[config.mk]
export PLATFORM = sky130hd
export DESIGN_NAME = jetp_front
export DESIGN_NICKNAME = d
export VERILOG_FILES = /design/src/sv/julia_escape_time_pixel_macros.svh /design/src/sv/jetp_pkg.sv /design/src/sv/jetp_front.sv
export SDC_FILE = /design/constraint.sdc
export NUM_CORES = 2
export LEC_CHECK = 0
export ABC_CLOCK_PERIOD_IN_PS = 8300
export BUFFER_PORTS_ARGS = -buffer_cell sky130_fd_sc_hd__buf_2
export CAP_MARGIN = 20
export CORE_ASPECT_RATIO = 0.6
export CORE_UTILIZATION = 60
export DETAILED_ROUTE_END_ITERATION = 16
export GPL_TIMING_DRIVEN = 0
export PLACE_DENSITY = 0.78
export SYNTH_ARGS = -nofsm -noshare
export SYNTH_HDL_FRONTEND = slang
export SYNTH_SLANG_ARGS = --single-unit
[constraint.sdc]
create_clock -name clock -period 8.3 [get_ports clock]
set_input_delay 0.83 -clock clock [delete_from_list [all_inputs] [get_ports clock]]
set_output_delay 0.83 -clock clock [all_outputs]
set_load 0.02 [all_outputs]
[src/sv/julia_escape_time_pixel_macros.svh]
// Assertion macros for the escape-time pixel engine
`ifndef JULIA_ESCAPE_TIME_PIXEL_MACROS_SVH
`define JULIA_ESCAPE_TIME_PIXEL_MACROS_SVH
`define JET_ASSERT_IMP(label, clk, rst, ante, cons, msg) \
   label: assert property (@(posedge clk) disable iff (rst) (ante) |-> (cons)) \
      else $error(msg);
`define JET_ASSERT_NEXT(label, clk, rst, ante, cons, msg) \
   label: assert property (@(posedge clk) disable iff (rst) (ante) |=> (cons)) \
      else $error(msg);
`endif

[src/sv/jetp_pkg.sv]
`default_nettype none
package jetp_pkg;
   typedef struct packed {
      logic [9:0] pixel_x;
      logic [9:0] pixel_y;
   } req_type;
   typedef struct packed {
      logic [11:0]        iter_count;
      logic [7:0]         red;
      logic [7:0]         green;
      logic [7:0]         blue;
      logic signed [31:0] final_re;
      logic signed [31:0] final_im;
   } rsp_type;
   typedef struct packed {
      logic signed [31:0] re;
      logic signed [31:0] im;
   } point_type;
   typedef enum logic [2:0] {
      CSR_CONST_RE = 3'd0, CSR_CONST_IM = 3'd1, CSR_PIXEL_STEP = 3'd2,
      CSR_CENTER_RE = 3'd3, CSR_CENTER_IM = 3'd4, CSR_ESCAPE_LIMIT = 3'd5,
      CSR_MAX_ITER = 3'd6
   } csr_index_type;
   typedef struct packed {
      logic [7:0] red;
      logic [7:0] green;
      logic [7:0] blue;
   } color_type;
   function automatic color_type gradient(input logic [2:0] k);
      color_type c;
      c = '0;
      case (k)
         3'd0: c = '{8'h51, 8'hE5, 8'hFF};
         3'd1: c = '{8'h4E, 8'hB7, 8'hE5};
         3'd2: c = '{8'h4B, 8'h8A, 8'hCC};
         3'd3: c = '{8'h49, 8'h5D, 8'hB3};
         3'd4: c = '{8'h46, 8'h30, 8'h9A};
         default: c = '{8'h51, 8'hE5, 8'hFF};
      endcase
      return c;
   endfunction
   function automatic logic signed [31:0] sat32(input logic signed [63:0] v);
      if (v > 64'sh7FFFFFFF) return 32'sh7FFFFFFF;
      if (v < -64'sh80000000) return 32'sh80000000;
      return v[31:0];
   endfunction
endpackage
`default_nettype wire

[src/sv/jetp_front.sv]
`default_nettype none
module jetp_front #(
   parameter int IMAGE_WIDTH  = 1024,
   parameter int IMAGE_HEIGHT = 1024
) (
   input  wire logic              clock,
   input  wire logic              reset,
   input  wire logic              req_valid,
   output logic                   req_ready,
   input  wire jetp_pkg::req_type req_word,
   input  wire logic signed [31:0] pixel_step,
   input  wire logic signed [31:0] center_re,
   input  wire logic signed [31:0] center_im,
   output logic                    pt_valid,
   input  wire logic               pt_ready,
   output jetp_pkg::point_type     pt_word
);
   localparam logic signed [13:0] HALF_W = 14'(IMAGE_WIDTH / 2);
   localparam logic signed [13:0] HALF_H = 14'(IMAGE_HEIGHT / 2);
   logic                   s1_valid_ff, s1_valid_in;
   logic signed [63:0]     pre_ff, pim_ff;
   logic [1:0]             cnt_ff, cnt_in;
   jetp_pkg::point_type    q_ff [2];
   logic                   wr_ff, rd_ff, wr_in, rd_in;
   logic                   push, pop, s1_go;
   logic signed [13:0]     dx, dy;

   assign dx = $signed({4'b0, req_word.pixel_x}) - HALF_W;
   assign dy = HALF_H - $signed({4'b0, req_word.pixel_y});
   assign s1_go = s1_valid_ff && (cnt_ff != 2'd2);
   assign req_ready = !s1_valid_ff || s1_go;
   assign push = s1_go;
   assign pop = pt_valid && pt_ready;
   assign s1_valid_in = (req_valid && req_ready) || (s1_valid_ff && !s1_go);
   assign cnt_in = cnt_ff + {1'b0, push} - {1'b0, pop};
   assign wr_in = push ? !wr_ff : wr_ff;
   assign rd_in = pop ? !rd_ff : rd_ff;
   assign pt_valid = cnt_ff != 2'd0;
   assign pt_word = q_ff[rd_ff];

   always_ff @(posedge clock) begin
      if (reset) begin
         s1_valid_ff <= 1'b0;
         cnt_ff <= '0;
         wr_ff <= 1'b0;
         rd_ff <= 1'b0;
      end else begin
         s1_valid_ff <= s1_valid_in;
         cnt_ff <= cnt_in;
         wr_ff <= wr_in;
         rd_ff <= rd_in;
      end
      if (req_valid && req_ready) begin
         pre_ff <= 64'(dx) * 64'(pixel_step) - 64'(center_re);
         pim_ff <= 64'(dy) * 64'(pixel_step) - 64'(center_im);
      end
      if (push) begin
         q_ff[wr_ff] <= '{jetp_pkg::sat32(pre_ff), jetp_pkg::sat32(pim_ff)};
      end
   end
endmodule
`default_nettype wire

* After elaboration in Yosys (flattened, before gate mapping) *
Memory sizes are Yosys's and may differ from the RTL's. A register that Yosys moved wholly into a read port is not among the register bits.
Index checks and enable logic that the tools add are counted.

storage, ports and cells
  flip-flop bits (word level) = 133
  RAM bits = 128
  bits of input ports = 120
  output and inout port bits = 66
  word-level logic and storage cells = 55
  memories kept = 1

memory list
  name  depth  width  rd ports  clocked after memory_dff  write ports  RTL line          text
  q_ff  2      64     1         1                         1            jetp_front.sv:23  jetp_pkg::point_type q_ff [2];

operators by class
  add/subtract/negate cells = 6
  multiply operators = 2
  magnitude comparators = 4
  equal/unequal tests = 1
  muxes and demuxes = 24
  reductions and logical operators = 11

operator list
  operator                count
  $mux 32                 10
  $gt 64x32->1 const B    2
  $lt 64x32->1 const B    2
  $sub 43x32->44          2
  $mul 11x32->43          2
  $mux 1                  14
  $sub 10x10->11 const A  1
  $sub 10x10->11 const B  1
  $logic_and 1x1->1       4
  $logic_not 1->1         4
  $add 2x1->2             1
  $logic_or 1x1->1        2
  $ne 2x2->1 const B      1
  $reduce_bool 2->1       1
  $sub 2x1->2             1

* Longest topological paths before layout *
  word-level depth = 8
  mapped depth = 30
  depth with buffers taken out = 26

* Least setup slack after synthesis *
No wires, ideal clock.

  path kind = input-to-reg
  start point = input port req_word[0] (netlist name)
  end point = register pim_ff[62], data pin
  setup time = 0.265 ns
  arrival time = 7.261 ns
  data required time = 8.035 ns
  slack = 0.774 ns
  stages = 28
  buffers on the path = 3
  cells stage by stage = clkbuf_1 clkbuf_1 inv_1 ha_1 nand2_1 nor3_1 xnor2_1 clkbuf_1 nand2_1 fa_1 inv_1 fa_1 fa_1 fa_1 inv_1 fa_1 inv_1 ha_1 nand4_1 o22a_1 nor2_1 a211oi_2 o31a_4 o31ai_4 a31oi_4 o31ai_4 a311oi_1 xnor2_1

between the ends
  longest elaborated chain between the ends = 3

ends and longest elaborated chain
  item                  RTL line          text
  from (decl)           jetp_front.sv:10  input wire jetp_pkg::req_type req_word,
  $sub 10x10->11        jetp_front.sv:29  assign dy = HALF_H - $signed({4'b0, req_word.pixel_y});
  $mul 11x32->43        jetp_front.sv:55  pim_ff <= 64'(dy) * 64'(pixel_step) - 64'(center_im);
  $sub 43x32->44        jetp_front.sv:55
  to (signal assigned)  jetp_front.sv:55
  to (decl)             jetp_front.sv:21  logic signed [63:0] pre_ff, pim_ff;

Every way passes these cells.
A chain may end at the register's enable or synchronous reset.

* Worst setup path in the final report *
  start point = input port req_word[4] (netlist name)
  end point = register pim_ff[62], data pin

The elaborated chain is that of the path after synthesis.

==> impl_results.md <==
* Status: completed
* Hold-fix buffers, CTS at 0
* WP data arrival at around 8.3 ns
* YS warnings at 0
* Fin. max-slew vios at 0
* Die Span Y at around 190 um
* Fin cells at ~4400
* Post-Route Utilization at ~66%
* Worst Hold Depth at 3
* Synth Instances at ~3500
* # fillers at 4421
* Worst setup SP type: primary input
* Nets@finish at roughly 4700
* Die W at 311 um
* Htree depth at 1
* Pin count of the biggest net entering global routing at 64
* Commonest non-fill, non-tap cell in the layout: inv_1
* Initial Utilization at about three fifths
* #FFs+latches synth at 222
* Antenna-violating nets left at 0
* Slew @ Worst Pin at around 1.1 ns
* WHS at between 0.5 and 0.6 ns
* Total grt overflow at 0
* Core area at approximately 56000 um2
* Die area at 58500 um2
* Commonest cells after routing, fill and taps aside: inv_1 (773), fa_1 (694), nand2_1 (509)
* Post-Syn Area at 34500 um2
* Slowest cell on the critical path: fa_1
* Placed Area at between 30000 and 40000 um2
* Initial DRT Pass Iterations at 6
* Crit path capture: pim_ff[62]$_DFFE_PP_
* Setup crit end kind: flip-flop
* Syn Area/Cell at about 10 um2
* Min Tclk post-route at 7.99 ns
* Initial DRC Count at around 2000
* Tcrit/Tclk final at between 90% and 100%
* Sinks on the clock net at 222
* Tightest Hold Check Type: in -> reg
* Reg-to-reg endpoint: q_ff[1][42]$_DFFE_PP_
* Top FF cell, synth: edfxtp_1
* CTS tree: yes
* Sequential element share of the synthesized area at 19.2%
* Post-layout instance area at between 30000 and 40000 um2
* Drt wl/cell at 19.2 um
* FF-to-FF path depth at 4
* CTS root buf: clkbuf_16
* Final setup violation count at 0
* Drt total wl at approximately 85000 um
* Critical path's most frequent cell: fa_1
* # rows at between 60 and 70
* DRC viols at 0
* Layout cells sized above 1 at about a tenth
* Vias at roughly 25000
* DP HPWL at 72800 um
* Clock-pin transition on the worst setup and hold timing paths at 0.06 ns
* Max cap viols at 0
* Num CTS Buffers at 22
* Worst rel slew slack at ~29%
* I/O pins at 186
* CP max FO at 10
* Post-synth net total at between 4000 and 5000
* Initial antenna violation count at 12
* Dpl cells at 4399
* Clk Latency, worst-skew pair at about 0.55 ns
* Critical Path Max Stage Delay at roughly 0.57 ns
* IO Port Bufs at 184
* Distinct cells, synth at 54
* Clock Skew at 0.0145 ns
* Vias in the first global route at roughly 25000
* Final Wtd Congestion at approximately 0.99
* Crit path launch: req_word[4]
* GRT Util Overall at between 30% and 40%
* WP data required at ~8.6 ns
* Fin. Hold Viols at 0
* Async set-reset flop share out of synthesis at 0%
* DR vias/cell at 5.54
* R2R Path Start: pre_ff[40]$_DFFE_PP_
* Post-synth EDFFs at 216
* Reg2Reg Setup Slack at 6.09 ns
* Area Overhead vs Synth at 8.25%
* Kind of critical path: in -> reg
* Fmax at ~0.13 GHz
* First-pass GRT wire length at between 100000 and 150000 um
* CTS Buffer Depth at 3
[worst min path at each step]
stage | from | to
floorplan | rd_ff$_SDFFE_PP0P_ | flip-flop
CTS | reset | s1_valid_ff$_SDFF_PP0_
global route | reset | s1_valid_ff$_SDFF_PP0_
detailed placement | rd_ff$_SDFFE_PP0P_ | rd_ff$_SDFFE_PP0P_
global placement | rd_ff$_SDFFE_PP0P_ | flip-flop
finish | req_valid | s1_valid_ff$_SDFF_PP0_
[state kept, by name, summed over array words and instances, names as in the netlist, named ones only]
signal / cells
cnt_ff: 2
pim_ff: 44
pre_ff: 44
q_ff: 128
rd_ff: 1
s1_valid_ff: 1
wr_ff: 1
[repair_timing]
item	4_1_cts	5_1_grt
setup buffers	2	0
setup endpoints to repair	25	13
gates resized for setup	11	25
pin swaps	1	0
[routing by layer]
metal | share of wire [%] | global-route usage (%) | vias to the layer above
li1 | - | - | 10900
met1 | 41 | 43.7 | 12400
met5 | 0.042 | 0 | -
met4 | 1.8 | 5.38 | 6
met3 | 15 | 14.0 | 111
met2 | 42 | 43.1 | 1224
[logic make-up after synthesis]
group | count (synthesis) | synth area share, %
adder cells (fa/ha/maj) | 895 | 47.6
flip-flops | 222 | 19.2
buffers and inverters | 949 | 10.3
multiplexers | 64 | 2.09
AND/OR/NAND/NOR | 900 | 12.0
AO/OA/AOI/OAI | 317 | 6.23
XOR/XNOR | 104 | 2.64
[cell type report]
class | instances | area [um2] | share of cell area (%)
Antenna cell | 7 | 17.5 | 0.0469
Clock inverter | 17 | 126 | 0.339
Multi-Input combinational cell | 2280 | 24400 | 65.4
Buffer | 174 | 676 | 1.81
Timing Repair Buffer | 193 | 1080 | 2.90
Tap cell | 759 | 950 | 2.54
Sequential cell | 222 | 6610 | 17.7
Clock buffer | 23 | 554 | 1.49
Inverter | 773 | 2900 | 7.77
[critical path: cells and delay by family]
| family | cells | cell delay, ns |
|---|---|---|
| compound gates | 7 | 1.75 |
| fa+ha+maj | 6 | 3.04 |
| xor+xnor | 2 | 0.65 |
| simple gates | 5 | 1.16 |
| buf+inv | 5 | 0.83 |
[per-stage QoR]
stage	TNS (ns)	setup WS, ns
2_1_floorplan	0	0.774
5_1_grt	-0.00648	-0.00648
6_report	0	0.309
3_3_place_gp	-27.67	-1.52
3_5_place_dp	-29.42	-1.56
4_1_cts	0	0.0410
[Yosys cell counts (64+ instances only)]
cell type / count / area share [%]
edfxtp_1: 216 / 19
a21oi_1: 92 / 1.3
ha_1: 201 / 7.3
and2_1: 144 / 2.6
mux2_2: 64 / 2.1
a21o_1: 103 / 2.2
nor2_1: 82 / 0.89
clkbuf_1: 173 / 1.9
inv_1: 773 / 8.4
nand2_1: 510 / 5.6
fa_1: 694 / 40
xnor2_1: 71 / 1.8
Power is left out: the tool's default activity adds up to more than one toggle a clock period on the data nets, which glitch-free logic cannot reach.
